## config.mk

```make
export PLATFORM = sky130hd
export DESIGN_NAME = morse_keyer_segment_encoder_unit_flat
export DESIGN_NICKNAME = d
export VERILOG_FILES = /design/src/sv/mkseg_pkg.sv /design/src/sv/mkseg_if.sv /design/src/sv/mkseg_front.sv /design/src/sv/mkseg_queue.sv /design/src/sv/mkseg_back.sv /design/src/sv/morse_keyer_segment_encoder_unit.sv /design/src/flat_wrapper.sv
export SDC_FILE = /design/constraint.sdc
export NUM_CORES = 1
export LEC_CHECK = 0
export BUFFER_PORTS_ARGS = -buffer_cell sky130_fd_sc_hd__buf_2
export CAP_MARGIN = 25
export CELL_PAD_IN_SITES_DETAIL_PLACEMENT = 1
export CELL_PAD_IN_SITES_GLOBAL_PLACEMENT = 1
export CORE_MARGIN = 2
export CORE_UTILIZATION = 41
export DETAILED_ROUTE_END_ITERATION = 12
export GPL_ROUTABILITY_DRIVEN = 0
export GPL_TIMING_DRIVEN = 0
export PLACE_DENSITY = 0.8
export SETUP_SLACK_MARGIN = 0.1
export SLEW_MARGIN = 15
export SYNTH_ARGS = -nofsm -noshare
export SYNTH_HDL_FRONTEND = slang
export SYNTH_SLANG_ARGS = --single-unit
```

## constraint.sdc

```tcl
create_clock -name clock -period 3.1 [get_ports clock]
set_input_delay 0.62 -clock clock [delete_from_list [all_inputs] [get_ports clock]]
set_output_delay 0.62 -clock clock [all_outputs]
set_load 0.005 [all_outputs]
```

## src/sv/mkseg_pkg.sv

```systemverilog
// Shared types, constants and the character code table for the Morse segment encoder.
// No dependencies; every other file of the block refers to this package by scope.
`default_nettype none

package mkseg_pkg;

   localparam int CHAR_W      = 8;
   localparam int UNIT_W      = 8;
   localparam int DUR_W       = 11;
   localparam int UCOUNT_W    = 3;
   localparam int SYM_MAX     = 5;
   localparam int SCOUNT_W    = 3;
   localparam int QUEUE_DEPTH = 2;
   localparam int QUEUE_AW    = $clog2(QUEUE_DEPTH);

   localparam logic [UNIT_W-1:0]   UNIT_RESET     = 8'd100;
   localparam logic [UCOUNT_W-1:0] SPACE_UNITS    = 3'd7;
   localparam logic [UCOUNT_W-1:0] DOT_UNITS      = 3'd1;
   localparam logic [UCOUNT_W-1:0] DASH_UNITS     = 3'd3;
   localparam logic [UCOUNT_W-1:0] GAP_UNITS      = 3'd1;
   localparam logic [UCOUNT_W-1:0] CHAR_END_UNITS = 3'd2;

   localparam logic [CHAR_W-1:0] CASE_MASK = 8'hDF;

   // symbols are left aligned: first symbol in the top bit, 1 = dash
   typedef struct packed {
      logic                is_space;
      logic [SCOUNT_W-1:0] count;
      logic [SYM_MAX-1:0]  symbols;
   } entry_type;

   typedef struct packed {
      logic      valid;
      entry_type entry;
   } queue_wr_type;

   typedef struct packed {
      logic      valid;
      entry_type entry;
   } queue_rd_type;

   typedef struct packed {
      logic      keep;
      entry_type entry;
   } char_class_type;

   function automatic char_class_type classify(input logic [CHAR_W-1:0] c);
      char_class_type r;
      logic [CHAR_W-1:0] up;
      r  = '0;
      up = c & CASE_MASK;
      r.keep = 1'b1;
      if (c == " ") begin
         r.entry.is_space = 1'b1;
      end else if (c >= "0" && c <= "9") begin
         r.entry.count = 3'd5;
         unique case (c)
            "0": r.entry.symbols = 5'b11111;
            "1": r.entry.symbols = 5'b01111;
            "2": r.entry.symbols = 5'b00111;
            "3": r.entry.symbols = 5'b00011;
            "4": r.entry.symbols = 5'b00001;
            "5": r.entry.symbols = 5'b00000;
            "6": r.entry.symbols = 5'b10000;
            "7": r.entry.symbols = 5'b11000;
            "8": r.entry.symbols = 5'b11100;
            "9": r.entry.symbols = 5'b11110;
            default: r.entry.symbols = 5'b00000;
         endcase
      end else begin
         unique case (up)
            "A": begin r.entry.count = 3'd2; r.entry.symbols = 5'b01000; end
            "B": begin r.entry.count = 3'd4; r.entry.symbols = 5'b10000; end
            "C": begin r.entry.count = 3'd4; r.entry.symbols = 5'b10100; end
            "D": begin r.entry.count = 3'd3; r.entry.symbols = 5'b10000; end
            "E": begin r.entry.count = 3'd1; r.entry.symbols = 5'b00000; end
            "F": begin r.entry.count = 3'd4; r.entry.symbols = 5'b00100; end
            "G": begin r.entry.count = 3'd3; r.entry.symbols = 5'b11000; end
            "H": begin r.entry.count = 3'd4; r.entry.symbols = 5'b00000; end
            "I": begin r.entry.count = 3'd2; r.entry.symbols = 5'b00000; end
            "J": begin r.entry.count = 3'd4; r.entry.symbols = 5'b01110; end
            "K": begin r.entry.count = 3'd3; r.entry.symbols = 5'b10100; end
            "L": begin r.entry.count = 3'd4; r.entry.symbols = 5'b01000; end
            "M": begin r.entry.count = 3'd2; r.entry.symbols = 5'b11000; end
            "N": begin r.entry.count = 3'd2; r.entry.symbols = 5'b10000; end
            "O": begin r.entry.count = 3'd3; r.entry.symbols = 5'b11100; end
            "P": begin r.entry.count = 3'd4; r.entry.symbols = 5'b01100; end
            "Q": begin r.entry.count = 3'd4; r.entry.symbols = 5'b11010; end
            "R": begin r.entry.count = 3'd3; r.entry.symbols = 5'b01000; end
            "S": begin r.entry.count = 3'd3; r.entry.symbols = 5'b00000; end
            "T": begin r.entry.count = 3'd1; r.entry.symbols = 5'b10000; end
            "U": begin r.entry.count = 3'd3; r.entry.symbols = 5'b00100; end
            "V": begin r.entry.count = 3'd4; r.entry.symbols = 5'b00010; end
            "W": begin r.entry.count = 3'd3; r.entry.symbols = 5'b01100; end
            "X": begin r.entry.count = 3'd4; r.entry.symbols = 5'b10010; end
            "Y": begin r.entry.count = 3'd4; r.entry.symbols = 5'b10110; end
            "Z": begin r.entry.count = 3'd4; r.entry.symbols = 5'b11000; end
            default: r.keep = 1'b0;
         endcase
      end
      return r;
   endfunction

endpackage

`default_nettype wire

```

## src/sv/mkseg_if.sv

```systemverilog
// Valid/ready channel interfaces for character requests and segment responses.
// Depends on mkseg_pkg for field widths.
`default_nettype none

interface mkseg_req_if;
   logic                       valid;
   logic                       ready;
   logic [mkseg_pkg::CHAR_W-1:0] char_code;

   modport source (output valid, output char_code, input ready);
   modport sink (input valid, input char_code, output ready);
endinterface

interface mkseg_rsp_if;
   logic                        valid;
   logic                        ready;
   logic                        lamp_on;
   logic [mkseg_pkg::DUR_W-1:0] duration_ms;
   logic                        last;

   modport source (output valid, output lamp_on, output duration_ms, output last, input ready);
   modport sink (input valid, input lamp_on, input duration_ms, input last, output ready);
endinterface

`default_nettype wire

```

## src/sv/mkseg_front.sv

```systemverilog
// Front end: accepts characters, classifies them and pushes coded entries to the queue.
// Depends on mkseg_pkg and mkseg_req_if; characters with no code are dropped here.
`default_nettype none

module mkseg_front (
   input  wire logic                    reset,
   mkseg_req_if.sink                    req_chan,
   input  wire logic                    queue_full,
   output mkseg_pkg::queue_wr_type      queue_wr
);

   mkseg_pkg::char_class_type cls;

   always_comb begin
      cls               = mkseg_pkg::classify(req_chan.char_code);
      req_chan.ready    = !queue_full && !reset;
      queue_wr.valid    = req_chan.valid && req_chan.ready && cls.keep;
      queue_wr.entry    = cls.entry;
   end

endmodule

`default_nettype wire

```

## src/sv/mkseg_queue.sv

```systemverilog
// Short register queue between the front and back ends.
// Depends on mkseg_pkg for the entry type and depth.
`default_nettype none

module mkseg_queue (
   input  wire logic                    clock,
   input  wire logic                    reset,
   input  wire mkseg_pkg::queue_wr_type queue_wr,
   output logic                         queue_full,
   output mkseg_pkg::queue_rd_type      queue_rd,
   input  wire logic                    queue_pop
);

   mkseg_pkg::entry_type              slot_ff [mkseg_pkg::QUEUE_DEPTH];
   logic [mkseg_pkg::QUEUE_AW-1:0]    wr_ptr_ff, wr_ptr_in;
   logic [mkseg_pkg::QUEUE_AW-1:0]    rd_ptr_ff, rd_ptr_in;
   logic [mkseg_pkg::QUEUE_AW:0]      count_ff, count_in;
   logic                              do_push, do_pop;

   always_comb begin
      queue_full     = (count_ff == (mkseg_pkg::QUEUE_AW+1)'(mkseg_pkg::QUEUE_DEPTH));
      queue_rd.valid = (count_ff != '0);
      queue_rd.entry = slot_ff[rd_ptr_ff];
      do_push        = queue_wr.valid && !queue_full;
      do_pop         = queue_pop && queue_rd.valid;
      wr_ptr_in      = do_push ? wr_ptr_ff + 1'b1 : wr_ptr_ff;
      rd_ptr_in      = do_pop ? rd_ptr_ff + 1'b1 : rd_ptr_ff;
      count_in       = count_ff;
      if (do_push && !do_pop) begin
         count_in = count_ff + 1'b1;
      end else if (do_pop && !do_push) begin
         count_in = count_ff - 1'b1;
      end
   end

   always_ff @(posedge clock) begin
      if (reset) begin
         wr_ptr_ff <= '0;
         rd_ptr_ff <= '0;
         count_ff  <= '0;
      end else begin
         wr_ptr_ff <= wr_ptr_in;
         rd_ptr_ff <= rd_ptr_in;
         count_ff  <= count_in;
      end
   end

   always_ff @(posedge clock) begin
      if (do_push) begin
         slot_ff[wr_ptr_ff] <= queue_wr.entry;
      end
   end

endmodule

`default_nettype wire

```

## src/sv/mkseg_back.sv

```systemverilog
// Back end: steps through one coded character and emits its lamp segments.
// Depends on mkseg_pkg and mkseg_rsp_if; the response is held in an output register.
`default_nettype none

module mkseg_back (
   input  wire logic                          clock,
   input  wire logic                          reset,
   input  wire logic [mkseg_pkg::UNIT_W-1:0]  unit_ms,
   input  wire mkseg_pkg::queue_rd_type       queue_rd,
   output logic                               queue_pop,
   mkseg_rsp_if.source                        rsp_chan
);

   logic                              busy_ff, busy_in;
   logic                              space_ff, space_in;
   logic                              gap_ff, gap_in;
   logic [mkseg_pkg::SCOUNT_W-1:0]    rem_ff, rem_in;
   logic [mkseg_pkg::SYM_MAX-1:0]     sym_ff, sym_in;
   logic                              out_valid_ff, out_valid_in;
   logic                              out_lamp_ff, out_lamp_in;
   logic [mkseg_pkg::DUR_W-1:0]       out_dur_ff, out_dur_in;
   logic                              out_last_ff, out_last_in;
   logic                              out_load, advance;
   logic                              seg_lamp, seg_last;
   logic [mkseg_pkg::UCOUNT_W-1:0]    seg_units;

   always_comb begin
      out_load  = !out_valid_ff || rsp_chan.ready;
      advance   = busy_ff && out_load;
      queue_pop = !busy_ff && queue_rd.valid;

      busy_in  = busy_ff;
      space_in = space_ff;
      gap_in   = gap_ff;
      rem_in   = rem_ff;
      sym_in   = sym_ff;

      seg_lamp  = 1'b0;
      seg_last  = 1'b0;
      seg_units = mkseg_pkg::GAP_UNITS;

      if (space_ff) begin
         seg_units = mkseg_pkg::SPACE_UNITS;
         seg_last  = 1'b1;
      end else if (rem_ff == '0) begin
         seg_units = mkseg_pkg::CHAR_END_UNITS;
         seg_last  = 1'b1;
      end else if (!gap_ff) begin
         seg_lamp  = 1'b1;
         seg_units = sym_ff[mkseg_pkg::SYM_MAX-1] ? mkseg_pkg::DASH_UNITS
                                                  : mkseg_pkg::DOT_UNITS;
      end

      if (queue_pop) begin
         busy_in  = 1'b1;
         space_in = queue_rd.entry.is_space;
         gap_in   = 1'b0;
         rem_in   = queue_rd.entry.count;
         sym_in   = queue_rd.entry.symbols;
      end else if (advance) begin
         if (seg_last) begin
            busy_in = 1'b0;
         end else if (!gap_ff) begin
            gap_in = 1'b1;
         end else begin
            gap_in = 1'b0;
            rem_in = rem_ff - 1'b1;
            sym_in = {sym_ff[mkseg_pkg::SYM_MAX-2:0], 1'b0};
         end
      end

      out_valid_in = out_load ? advance : out_valid_ff;
      out_lamp_in  = advance ? seg_lamp : out_lamp_ff;
      out_last_in  = advance ? seg_last : out_last_ff;
      out_dur_in   = advance ? mkseg_pkg::DUR_W'(unit_ms) * mkseg_pkg::DUR_W'(seg_units)
                             : out_dur_ff;

      rsp_chan.valid       = out_valid_ff;
      rsp_chan.lamp_on     = out_lamp_ff;
      rsp_chan.duration_ms = out_dur_ff;
      rsp_chan.last        = out_last_ff;
   end

   always_ff @(posedge clock) begin
      if (reset) begin
         busy_ff      <= 1'b0;
         out_valid_ff <= 1'b0;
      end else begin
         busy_ff      <= busy_in;
         out_valid_ff <= out_valid_in;
      end
   end

   always_ff @(posedge clock) begin
      space_ff    <= space_in;
      gap_ff      <= gap_in;
      rem_ff      <= rem_in;
      sym_ff      <= sym_in;
      out_lamp_ff <= out_lamp_in;
      out_dur_ff  <= out_dur_in;
      out_last_ff <= out_last_in;
   end

endmodule

`default_nettype wire

```

## src/sv/morse_keyer_segment_encoder_unit.sv

```systemverilog
// Morse segment encoder top level: unit length register, front end, queue, back end.
// An accepted character goes into the queue, then the back end state, then the output register.
// Throughput: one segment per cycle within a character while the response sink is ready;
// a character is popped only when the back end is idle; the back end sequencer sets the rate.
// Reset: unit length returns to 100 ms, queue and output register empty.
`default_nettype none

module morse_keyer_segment_encoder_unit (
   input  wire logic                         clock,
   input  wire logic                         reset,
   mkseg_req_if.sink                         req_chan,
   mkseg_rsp_if.source                       rsp_chan,
   input  wire logic                         csr_wr_en,
   input  wire logic [mkseg_pkg::UNIT_W-1:0] csr_wr_data
);

   logic [mkseg_pkg::UNIT_W-1:0] unit_ms_ff, unit_ms_in;
   mkseg_pkg::queue_wr_type      queue_wr;
   mkseg_pkg::queue_rd_type      queue_rd;
   logic                         queue_full;
   logic                         queue_pop;

   always_comb begin
      unit_ms_in = csr_wr_en ? csr_wr_data : unit_ms_ff;
   end

   always_ff @(posedge clock) begin
      if (reset) begin
         unit_ms_ff <= mkseg_pkg::UNIT_RESET;
      end else begin
         unit_ms_ff <= unit_ms_in;
      end
   end

   mkseg_front u_front (
      .reset      (reset),
      .req_chan   (req_chan),
      .queue_full (queue_full),
      .queue_wr   (queue_wr)
   );

   mkseg_queue u_queue (
      .clock      (clock),
      .reset      (reset),
      .queue_wr   (queue_wr),
      .queue_full (queue_full),
      .queue_rd   (queue_rd),
      .queue_pop  (queue_pop)
   );

   mkseg_back u_back (
      .clock     (clock),
      .reset     (reset),
      .unit_ms   (unit_ms_ff),
      .queue_rd  (queue_rd),
      .queue_pop (queue_pop),
      .rsp_chan  (rsp_chan)
   );

   a_no_push_when_full: assert property (@(posedge clock) disable iff (reset)
      !(queue_wr.valid && queue_full))
      else $error("push into full queue");

   a_lit_never_last: assert property (@(posedge clock) disable iff (reset)
      rsp_chan.valid && rsp_chan.lamp_on |-> !rsp_chan.last)
      else $error("lit segment flagged last");

   a_lit_duration: assert property (@(posedge clock) disable iff (reset)
      rsp_chan.valid && rsp_chan.lamp_on |->
      (rsp_chan.duration_ms == mkseg_pkg::DUR_W'(unit_ms_ff)) ||
      (rsp_chan.duration_ms == mkseg_pkg::DUR_W'(unit_ms_ff) * mkseg_pkg::DUR_W'(3)))
      else $error("lit segment is neither dot nor dash");

   a_reset_clears_output: assert property (@(posedge clock)
      reset |=> !rsp_chan.valid)
      else $error("response valid after reset");

endmodule

`default_nettype wire
```

## src/flat_wrapper.sv

```systemverilog
// flat-port wrapper written by rule: the top's interface ports become plain ports
module morse_keyer_segment_encoder_unit_flat 
  (clock, reset, csr_wr_en, csr_wr_data, req_chan_valid, req_chan_char_code, req_chan_ready, rsp_chan_valid, rsp_chan_lamp_on, rsp_chan_duration_ms, rsp_chan_last, rsp_chan_ready);
  mkseg_req_if req_chan_i ();
  mkseg_rsp_if rsp_chan_i ();
  input  wire logic clock;
  input  wire logic reset;
  input  wire logic csr_wr_en;
  input  wire logic [mkseg_pkg::UNIT_W-1:0] csr_wr_data;
  input wire logic [$bits(req_chan_i.valid)-1:0] req_chan_valid;
  input wire logic [$bits(req_chan_i.char_code)-1:0] req_chan_char_code;
  output wire logic [$bits(req_chan_i.ready)-1:0] req_chan_ready;
  output wire logic [$bits(rsp_chan_i.valid)-1:0] rsp_chan_valid;
  output wire logic [$bits(rsp_chan_i.lamp_on)-1:0] rsp_chan_lamp_on;
  output wire logic [$bits(rsp_chan_i.duration_ms)-1:0] rsp_chan_duration_ms;
  output wire logic [$bits(rsp_chan_i.last)-1:0] rsp_chan_last;
  input wire logic [$bits(rsp_chan_i.ready)-1:0] rsp_chan_ready;
  assign req_chan_i.valid = req_chan_valid;
  assign req_chan_i.char_code = req_chan_char_code;
  assign req_chan_ready = req_chan_i.ready;
  assign rsp_chan_valid = rsp_chan_i.valid;
  assign rsp_chan_lamp_on = rsp_chan_i.lamp_on;
  assign rsp_chan_duration_ms = rsp_chan_i.duration_ms;
  assign rsp_chan_last = rsp_chan_i.last;
  assign rsp_chan_i.ready = rsp_chan_ready;
  morse_keyer_segment_encoder_unit u_core (.clock(clock), .reset(reset), .req_chan(req_chan_i), .rsp_chan(rsp_chan_i), .csr_wr_en(csr_wr_en), .csr_wr_data(csr_wr_data));
endmodule
```

==> results of run 1 <==
-- critical path, stage by stage (launching register included) --
cell and delay, ps:
edfxtp_1 380, inv_2 50, ha_4 160, ha_4 170
nor2_4 100, inv_2 50, a21o_4 190, and2_4 160
fa_1 460, ha_2 210, fa_2 350, a21o_1 180
a21oi_2 180, buf_4 130, o211ai_1 90, xor2_1 160
-- worst min-delay path by stage --
stage	startpoint	end	cells past startpoint
floorplan	u_core.u_queue.wr_ptr_ff$_SDFFE_PP0P_	u_core.u_queue.wr_ptr_ff$_SDFFE_PP0P_	1
global placement	u_core.u_queue.wr_ptr_ff$_SDFFE_PP0P_	u_core.u_queue.wr_ptr_ff$_SDFFE_PP0P_	1
detailed placement	u_core.u_queue.wr_ptr_ff$_SDFFE_PP0P_	u_core.u_queue.wr_ptr_ff$_SDFFE_PP0P_	1
CTS	u_core.u_queue.wr_ptr_ff$_SDFFE_PP0P_	u_core.u_queue.wr_ptr_ff$_SDFFE_PP0P_	1
global route	csr_wr_data[5]	u_core.unit_ms_ff[5]$_SDFFE_PP1P_	2
finish	u_core.u_queue.wr_ptr_ff$_SDFFE_PP0P_	u_core.u_queue.wr_ptr_ff$_SDFFE_PP0P_	1
-- synthesized netlist by cell type, types with 3 or more instances --
cell type | number | area share, %
nand3_1 | 5 | 0.76
a21o_1 | 7 | 1.6
a211o_1 | 4 | 1.1
fa_1 | 7 | 4.3
a211oi_1 | 4 | 0.91
edfxtp_1 | 40 | 37
nor2b_1 | 9 | 1.7
nand2_1 | 31 | 3.5
mux2i_1 | 11 | 3.4
ha_1 | 13 | 5.0
xor2_1 | 5 | 1.3
nor3_1 | 5 | 0.76
o21ai_0 | 18 | 2.7
clkbuf_1 | 11 | 1.3
a21oi_1 | 16 | 2.4
nand2b_1 | 9 | 1.7
nor2_1 | 27 | 3.1
or3b_1 | 3 | 0.80
inv_1 | 23 | 2.6
nand3b_1 | 4 | 0.91
xnor2_1 | 5 | 1.3
and2_1 | 12 | 2.3
buf_2 | 4 | 0.61
dfxtp_1 | 16 | 9.8
-- cell families (layout without fill, tap and decap cells) --
group	Yosys count	after routing	synth area share (%)
simple gates	115	115	18.2
compound gates	72	72	14.7
flops	56	56	46.3
buf+inv	41	95	4.84
fa+ha+maj	21	21	9.52
mux	12	12	3.70
xor+xnor	10	10	2.67
-- layout make-up --
type	count	area (sq um)
Buffer	17	70.1
Sequential cell	56	1520
Tap cell	102	128
Multi-Input combinational cell	230	1740
Fill cell	876	3800
Inverter	24	90.1
Timing Repair Buffer	46	262
Clock buffer	8	123
-- layout by cell type, fill, tap and decap left out, drive strengths merged, types with 4 or more instances in the layout --
master / instances
nand2: 31
a211o: 4
or3b: 4
mux2i: 11
a21oi: 16
xnor2: 5
edfxtp: 40
a21o: 7
inv: 24
clkbuf: 19
buf: 52
and2: 12
dfxtp: 16
fa: 7
a211oi: 4
o21ai: 19
nor2: 27
nand3: 5
xor2: 5
nor2b: 9
nand2b: 9
ha: 13
nor3: 5
nand3b: 4
-- report_power, final --
group,switching (W),internal (W)
clock,0.000235,0.000258
combinational,0.000833,0.000669
sequential,0.0000767,0.00108
-- routing by layer --
metal / GRT usage (%) / part of all wire (%)
met3: 2.90 / 3.0
met2: 34.4 / 55
met5: 0 / 0
met1: 20.2 / 41
met4: 7.11 / 1.6
-- metrics by stage --
step | utilization, % | cells | hold WS, ps
after floorplan | - | 327 | 446
after global placement | 46.8 | 463 | 460
after detailed placement | 46.9 | 464 | 471
after CTS | 49.3 | 478 | 493
after global routing | 50.9 | 483 | 516
final | 50.9 | 483 | 493
-- sequential cells by signal, indices dropped and copies added, names as in the netlist, 2 cells and up, named ones only --
signal / count
u_core.u_queue.slot_ff: 18
u_core.u_back.rsp_chan.duration_ms: 11
u_core.unit_ms_ff: 8
u_core.u_back.sym_ff: 5
u_core.u_back.rem_ff: 3
u_core.u_queue.count_ff: 2
-- repair_timing --
item,CTS,global route
setup buffers,6,6
pin swaps,9,15
endpoints found under the setup margin,5,5
resized for setup,6,18
==> impl_results.md, run 1 <==
* Power density cells at between 800 and 900 nW/um^2
* WL final at ~8 mm
* R2r endpoint: u_core.u_back.rsp_chan.duration_ms[8]$_DFFE_PP_
* Post-synthesis sequential area ratio at between 40% and 50%
* Synth Register Bits at 56
* Tcrit/Tclk final at 106%
* Clock transition at the registers of the reported paths at approximately 100 ps
* Critical path peak fanout at 3
* CORE AREA at between 7000 and 8000 sq um
* IR drop worst, VDD at roughly 0.26 mV
* Asr flop ratio synth at 0%
* Initial DRT Pass Iterations at 4
* Slew HR at about half
* CTS tree: done
* Initial Util at a little over two fifths
* CP startpoint: u_core.u_back.rem_ff[0]$_DFFE_PP_
* Ys flop type: edfxtp_1
* Total Power at between 0.003 and 0.004 W
* Sink Count at between 50 and 60
* PnR worst setup slack at -181 ps
* Mean Syn Cell Area at ~10 sq um
* Pre-CTS WS at -329 ps
* R2r worst-path depth at 15
* First-pass GRT wire length at about 13 mm
* CTS hold repair buffers at 0
* Synth warnings at 0
* Critical Path End Type: flip-flop
* Worst Path Required at roughly 3200 ps
* Fmax at about 0.3 GHz
* Worst-skew pair later-pin latency at between 300 and 400 ps
* CP startpoint kind: flip-flop
* # rows at 32
* Cell count after synthesis at roughly 330
* CTS Root Cell: clkbuf_8
* Final setup fails at 3
* Syn Std Cell Area at 3280 sq um
* Maximum clock insertion buffer count at 2
* Largest net degree at the start of global routing at 18
* Crit path to: u_core.u_back.rsp_chan.duration_ms[8]$_DFFE_PP_
* WP data arrival at around 3400 ps
* Initial antenna violation count at 0
* Max-capacitance violation count at 0
* Distinct cells, synth at 56
* WL/cell at about 16 um
* RSZ-0062 raised after global routing: yes
* Buffers on Ports at 34
* P&R area growth vs syn at 19.7%
* H-tree Lvls at 2
* Min cycle time layout at 3280 ps
* Via Count at ~2600
* CTS buffer count at 5
* Worst Hold Class: flip-flop to flip-flop
* Worst slew pin tran at 752 ps
* Die ar. at approximately 9000 sq um
* Worst reg2reg setup slack at -180 ps
* Failing checks: negative setup slack
* Status: finished, violations left
* Cell Area, Placed at 3620 sq um
* Vias in the first global route at ~2700
* Die Width at 93.5 um
* Vias per inst at between 5 and 6
* Antenna-violating nets left at 0
* Clock skew at ~3.8 ps
* Max-slew violations at 0
* # diodes at 0
* Layout cells sized above 1 at between 20 and 25%
* Total Neg Setup Slack at -366 ps
* Leakage at roughly 1.6 nW
* Hpwl dp at 5.62 mm
* Number of I/O pins at 36
* Final Hold Viols at 0
* Die Y at 93.5 um
* DRC errors left at 0
* Mapped Nets at between 300 and 400
* Kind of critical path: flip-flop to flip-flop
* GRT overflow at 0
* Number of DRC markers in iteration 0 at 67
* Gr usage total at between 15 and 20%
* Cell area after layout at between 3000 and 4000 sq um
* Reg-to-Reg Start: u_core.u_back.rem_ff[0]$_DFFE_PP_
* Fin nets at 421
* Post-synth EDFFs at 40
Power figures use the tool's default switching activity.
==> run 2, diff against run 1 <==
--- a/config.mk
+++ b/config.mk
@@ -12,8 +12,7 @@
 export CORE_MARGIN = 2
 export CORE_UTILIZATION = 41
 export DETAILED_ROUTE_END_ITERATION = 12
-export GPL_ROUTABILITY_DRIVEN = 0
-export GPL_TIMING_DRIVEN = 0
+export GPL_TIMING_DRIVEN = 1
 export PLACE_DENSITY = 0.8
 export SETUP_SLACK_MARGIN = 0.1
 export SLEW_MARGIN = 15
==> run 2 against run 1 <==
The run still ends with negative setup slack left. Sequential share of layout area shrank 0.15 points. Via count is essentially flat. Non-clock buffer count shrank 3. Critical path type unchanged.
==> impl_results.md, run 2 (synthesis results as in run 1) <==
* Critical Path End Type: flip-flop
* Switching fraction of total power at between 30% and 40%
* WL/cell at 16.8 um
* Internal power at 0.00196 W
* Gr usage total at 18.3%
* P&R area growth vs syn at 20.1%
* Critical path peak fanout at 2
* Clock transition at the registers of the reported paths at about 100 ps
* Layout cells sized above 1 at a little over a quarter
* Max-capacitance violation count at 0
* Die ar. at around 8700 sq um
* Hpwl dp at between 5 and 6 mm
* Initial DRT Pass Iterations at 4
* Sink Count at between 50 and 60
* Initial Util at a little over two fifths
* Antenna-violating nets left at 0
* Comb pwr share at between 40% and 50%
* Finished Layout Cells at 480
* Initial antenna violation count at 0
* Status: finished, violations left
* Vias in the first global route at around 2700
* Leading cell type in the layout, fill and taps excluded: edfxtp_1
* CTS Root Cell: clkbuf_8
* Die Y at roughly 94 um
* Max-slew violations at 0
* # rows at 32
* Worst Path Required at 3170 ps
* Kind of critical path: flip-flop to flip-flop
* Vias per inst at around 5.4
* # diodes at 0
* Slew HR at 62.5%
* H-tree Lvls at 2
* Fmax at about 0.30 GHz
* IR drop worst, VDD at about 0.3 mV
* Fin nets at approximately 420
* WP data arrival at about 3400 ps
* Number of DRC markers in iteration 0 at 60
* Tcrit/Tclk final at 107%
* Largest net degree at the start of global routing at 24
* Final Hold Viols at 0
* Routability cong. at between 0.8 and 0.9
* RSZ-0062 raised after global routing: yes
* Clock share of power at a little over an eighth
* Die Width at 93.5 um
* WL final at about 8.1 mm
* Most frequent cells in the layout: edfxtp_1, buf_2, nand2_1
* CTS tree: done
* Clock skew at between 7 and 8 ps
* Final setup fails at 4
* Power density cells at between 800 and 900 nW/um^2
* Maximum clock insertion buffer count at 2
* PnR worst setup slack at -203 ps
* GRT overflow at 0
* CP startpoint kind: flip-flop
* Cell area after layout at about 3900 sq um
* First-pass GRT wire length at 12.6 mm
* CORE AREA at between 7000 and 8000 sq um
* P_sw at between 0.001 and 0.0015 W
* Failing checks: negative setup slack
* Leakage at 1.61 nW
* Sequential Power Share at between 30% and 40%
* Worst Hold Class: flip-flop to flip-flop
* Worst slew pin tran at approximately 560 ps
* CTS buffer count at 5
* Worst-skew pair later-pin latency at approximately 320 ps
* Final hold slack at 495 ps
* Top reg by flops: u_core.u_queue.slot_ff
* Buffers on Ports at 35
* Via Count at 2591
* DRC errors left at 0
* Max FFs per register at 18
* Cell Area, Placed at around 3700 sq um
* Number of I/O pins at 36
* Min cycle time layout at 3300 ps
* Placed cells at approximately 460
run 2: cell types whose count changed in the layout (fill, tap and decap cells not counted), sizes merged:
| cell | previous run | this run |
|---|---|---|
| inv | 24 | 25 |
| clkinv | 0 | 1 |
| buf | 52 | 60 |
| clkbuf | 19 | 5 |
| clkinvlp | 0 | 1 |
run 2: power groups by stage:
stage	logic, W	clock network, W	registers [W]
after floorplan	0.000889	0	0.00116
after detailed placement	0.00126	0	0.00121
after CTS	0.00129	0.000433	0.00119
after global placement	0.00117	0	0.00119
after global routing	0.00172	0.000461	0.00121
final	0.00154	0.000423	0.00119
run 2: stage by stage:
stage / util (%) / TNS (ps) / power (W) / worst slack (ps)
global route: 51.1 / -989 / 0.00339 / -290
detailed placement: 47.5 / -324 / 0.00247 / -133
CTS: 49.0 / -282 / 0.00291 / -111
finish: 51.1 / -495 / 0.00316 / -203
global placement: 47.5 / 0 / 0.00237 / 3.31
floorplan: - / -72.5 / 0.00205 / -72.5
run 2: area by class of cell:
class | instances | area, sq um
Inverter | 24 | 90.1
Sequential cell | 56 | 1520
Timing Repair Buffer | 60 | 370
Clock buffer | 5 | 68.8
Clock inverter | 3 | 27.5
Multi-Input combinational cell | 230 | 1740
Tap cell | 102 | 128
Fill cell | 882 | 3780
run 2: layer usage:
| metal | up-vias | GRT usage [%] | wire (um) |
|---|---|---|---|
| met1 | 1289 | 20.8 | 3290 |
| li1 | 1250 | - | - |
| met3 | 10 | 2.98 | 195 |
| met2 | 42 | 33.8 | 4400 |
| met5 | - | 0 | 0 |
| met4 | 0 | 7.48 | 172 |
run 2: path summary, 6_finish.rpt:
path                                         start                                                to  slack (ps)  cells past startpoint
min reg2reg  u_core.u_queue.wr_ptr_ff$_SDFFE_PP0P_             u_core.u_queue.wr_ptr_ff$_SDFFE_PP0P_         490                      1
max reg2reg      u_core.u_back.rem_ff[0]$_DFFE_PP_  u_core.u_back.rsp_chan.duration_ms[10]$_DFFE_PP_        -200                     14
max              u_core.u_back.rem_ff[0]$_DFFE_PP_  u_core.u_back.rsp_chan.duration_ms[10]$_DFFE_PP_        -200                     14
min          u_core.u_queue.wr_ptr_ff$_SDFFE_PP0P_             u_core.u_queue.wr_ptr_ff$_SDFFE_PP0P_         490                      1
run 2: critical path: stages, from the launching register on:
cell and delay [ps]:
edfxtp_1 370, inv_2 60, ha_4 160, ha_4 160, nor2_4 100, inv_2 40
a21o_1 160, and2_4 160, fa_1 470, ha_2 230, fa_2 360, a21o_1 190
a21oi_2 180, o21ai_1 100, o41a_1 310
run 2: repair_timing:
action / in CTS / in global routing
resized for setup: 0 / 21
pin swaps: 5 / 10
setup endpoints to repair: 5 / 5
buffers inserted: 2 / 7
hold buffers: 0 / 0
==> run 3, diff against run 2 <==
--- a/config.mk
+++ b/config.mk
@@ -10,10 +10,11 @@
 export CELL_PAD_IN_SITES_DETAIL_PLACEMENT = 1
 export CELL_PAD_IN_SITES_GLOBAL_PLACEMENT = 1
 export CORE_MARGIN = 2
-export CORE_UTILIZATION = 41
+export CORE_UTILIZATION = 43
+export CTS_BUF_LIST = sky130_fd_sc_hd__clkbuf_8
 export DETAILED_ROUTE_END_ITERATION = 12
 export GPL_TIMING_DRIVEN = 1
-export PLACE_DENSITY = 0.8
+export PLACE_DENSITY = 0.83
 export SETUP_SLACK_MARGIN = 0.1
 export SLEW_MARGIN = 15
 export SYNTH_ARGS = -nofsm -noshare
==> run 3 against run 2 <==
The flow still finishes with violations (negative setup slack). Sequential power hardly changed. Register-to-register slack worse by 20 ps. Global-route usage increased by 2.0 points. Maximum frequency fell by 0.61%. Clock power down 3%. Flip-flop and latch count unchanged. Worst setup slack worse by 20 ps. Power rose by 3.7%. Final area increased by 0.48%. Largest cell class unchanged. Largest power group unchanged.
==> impl_results.md, run 3 (synthesis results as in run 1) <==
* Min cycle time layout at 3320 ps
* Final Hold Viols at 0
* CP startpoint kind: flip-flop
* P_sw at roughly 0.0013 W
* H-tree Lvls at 2
* Status: finished, violations left
* Top reg by flops: u_core.u_queue.slot_ff
* Sequential Power Share at 36.4%
* Leakage at roughly 1.6 nW
* DRC errors left at 0
* Hpwl dp at ~5.4 mm
* Initial DRT Pass Iterations at 4
* Worst Path Required at around 3200 ps
* # diodes at 0
* First-pass GRT wire length at ~14 mm
* Final hold slack at slightly below 500 ps
* Critical Path End Type: flip-flop
* Maximum clock insertion buffer count at 2
* Buffers on Ports at 35
* Layout cells sized above 1 at between 20% and 30%
* Vias per inst at about 5.4
* CTS tree: done
* Failing checks: negative setup slack
* Routability cong. at 0.852
* Number of I/O pins at 36
* Max-capacitance violation count at 0
* Power density cells at ~830 nW/um^2
* Die Y at around 91 um
* Critical path peak fanout at 2
* Crit-path cells: inv_2 -> ha_4 -> ha_4 -> nor2_4 -> inv_2 -> a21o_1 -> and2_4 -> fa_1 -> ha_2 -> fa_2 -> a21o_1 -> a21oi_2 -> o21ai_1 -> o41a_1
* Kind of critical path: flip-flop to flip-flop
* Clock transition at the registers of the reported paths at 100 ps
* Worst-skew pair later-pin latency at 310 ps
* Clock skew at 8.83 ps
* Max-slew violations at 0
* CORE AREA at around 7300 sq um
* Clock share of power at roughly 13%
* CTS buffer count at 5
* # rows at 31
* Area of the multi-input gates at roughly 1700 sq um
* RSZ-0062 raised after global routing: yes
* Die ar. at 8350 sq um
* Tcrit/Tclk final at 107%
* Number of DRC markers in iteration 0 at 108
* Filler cells at between 800 and 900
* Initial antenna violation count at 0
* Slew HR at about three fifths
* Total Power at between 0.003 and 0.004 W
* Final Util at between 50% and 60%
* Fmax at about 0.3 GHz
* Comb pwr share at 51.1%
* Gr usage total at roughly a fifth
* Via Count at roughly 2600
* Die Width at 91.4 um
* CTS Root Cell: clkbuf_8
* Antenna-violating nets left at 0
* Reg area at roughly 1500 sq um
* Finished Layout Cells at a little under 500
* Fin nets at 424
* Total Neg Setup Slack at -566 ps
* Internal power at approximately 0.0020 W
* WP data arrival at ~3400 ps
* Worst Hold Class: flip-flop to flip-flop
* Slowest stage delay, CP at approximately 440 ps
* IR drop worst, VDD at between 0.2 and 0.25 mV
* Initial Util at about 45%
* Leading cell type in the layout, fill and taps excluded: edfxtp_1
* Max FFs per register at 18
* GRT overflow at 0
* Most frequent cells in the layout: edfxtp_1, buf_2, nand2_1
* Placed cells at 459
* WL/cell at between 15 and 20 um
* Largest net degree at the start of global routing at 24
* Vias in the first global route at 2771
* Slowest cell on the critical path: fa_1
* WL final at between 8 and 9 mm
* Switching fraction of total power at between 30 and 40%
* Sink Count at 56
* P&R area growth vs syn at 20.7%
* Worst slew pin tran at 573 ps
* Final setup fails at 5
* PnR worst setup slack at -224 ps
[run 3: cell types whose count changed in the layout (fill, tap and decap cells not counted), moves of 2 or more]
cell	previous run	this run
buf_4	23	30
ha_4	6	4
nand2_1	29	31
nand2_2	2	0
[run 3: cell type report]
| type | instances | area share, % |
|---|---|---|
| Clock buffer | 5 | 1.74 |
| Clock inverter | 3 | 0.631 |
| Inverter | 24 | 2.27 |
| Multi-Input combinational cell | 230 | 43.5 |
| Sequential cell | 56 | 38.4 |
| Tap cell | 99 | 3.13 |
| Timing Repair Buffer | 66 | 10.4 |
[run 3: power groups by stage]
| stage | clock network, W | registers [W] | logic, W |
|---|---|---|---|
| 5_1_grt | 0.000452 | 0.00121 | 0.00182 |
| 3_3_place_gp | 0 | 0.00119 | 0.00116 |
| 6_report | 0.000410 | 0.00119 | 0.00167 |
| 3_5_place_dp | 0 | 0.00120 | 0.00124 |
| 2_1_floorplan | 0 | 0.00116 | 0.000889 |
| 4_1_cts | 0.000420 | 0.00119 | 0.00139 |
[run 3: worst paths after layout]
| check | cells after the start | end | start | slack, ps |
|---|---|---|---|---|
| worst max-delay path | 14 | u_core.u_back.rsp_chan.duration_ms[10]$_DFFE_PP_ | u_core.u_back.rem_ff[0]$_DFFE_PP_ | -220 |
| worst min-delay path | 1 | u_core.u_queue.wr_ptr_ff$_SDFFE_PP0P_ | u_core.u_queue.wr_ptr_ff$_SDFFE_PP0P_ | 490 |
| worst max register to register | 14 | u_core.u_back.rsp_chan.duration_ms[10]$_DFFE_PP_ | u_core.u_back.rem_ff[0]$_DFFE_PP_ | -220 |
| worst min register to register | 1 | u_core.u_queue.wr_ptr_ff$_SDFFE_PP0P_ | u_core.u_queue.wr_ptr_ff$_SDFFE_PP0P_ | 490 |
[run 3: timing repair]
item	in CTS	in global routing
endpoints found under the setup margin	3	5
gates cloned	0	0
setup buffers	10	7
resized for setup	7	9
pin swaps	13	9
hold buffers	0	0
[run 3: stage by stage]
stage / worst slack [ps] / instance area (sq um)
floorplan: -72.5 / 3320
global placement: -7.16 / 3660
detailed placement: -70.7 / 3660
CTS: -87.3 / 3870
global route: -345 / 3960
finish: -224 / 3960
[run 3: critical path, delay by kind of cell (launching register included)]
kind / cells / cell delay [ps]
buf+inv: 2 / 110
fa+ha+maj: 5 / 1370
compound gates: 5 / 950
simple gates: 2 / 260
flops: 1 / 390
[run 3: per-layer routing]
metal  vias up  track usage [%]  part of all wire (%)
li1       1265                -                     -
met1      1274             22.6                    39
met2        70             38.1                    55
met3        21             2.57                   2.9
met4         0             8.96                   3.1
met5         -                0                     0
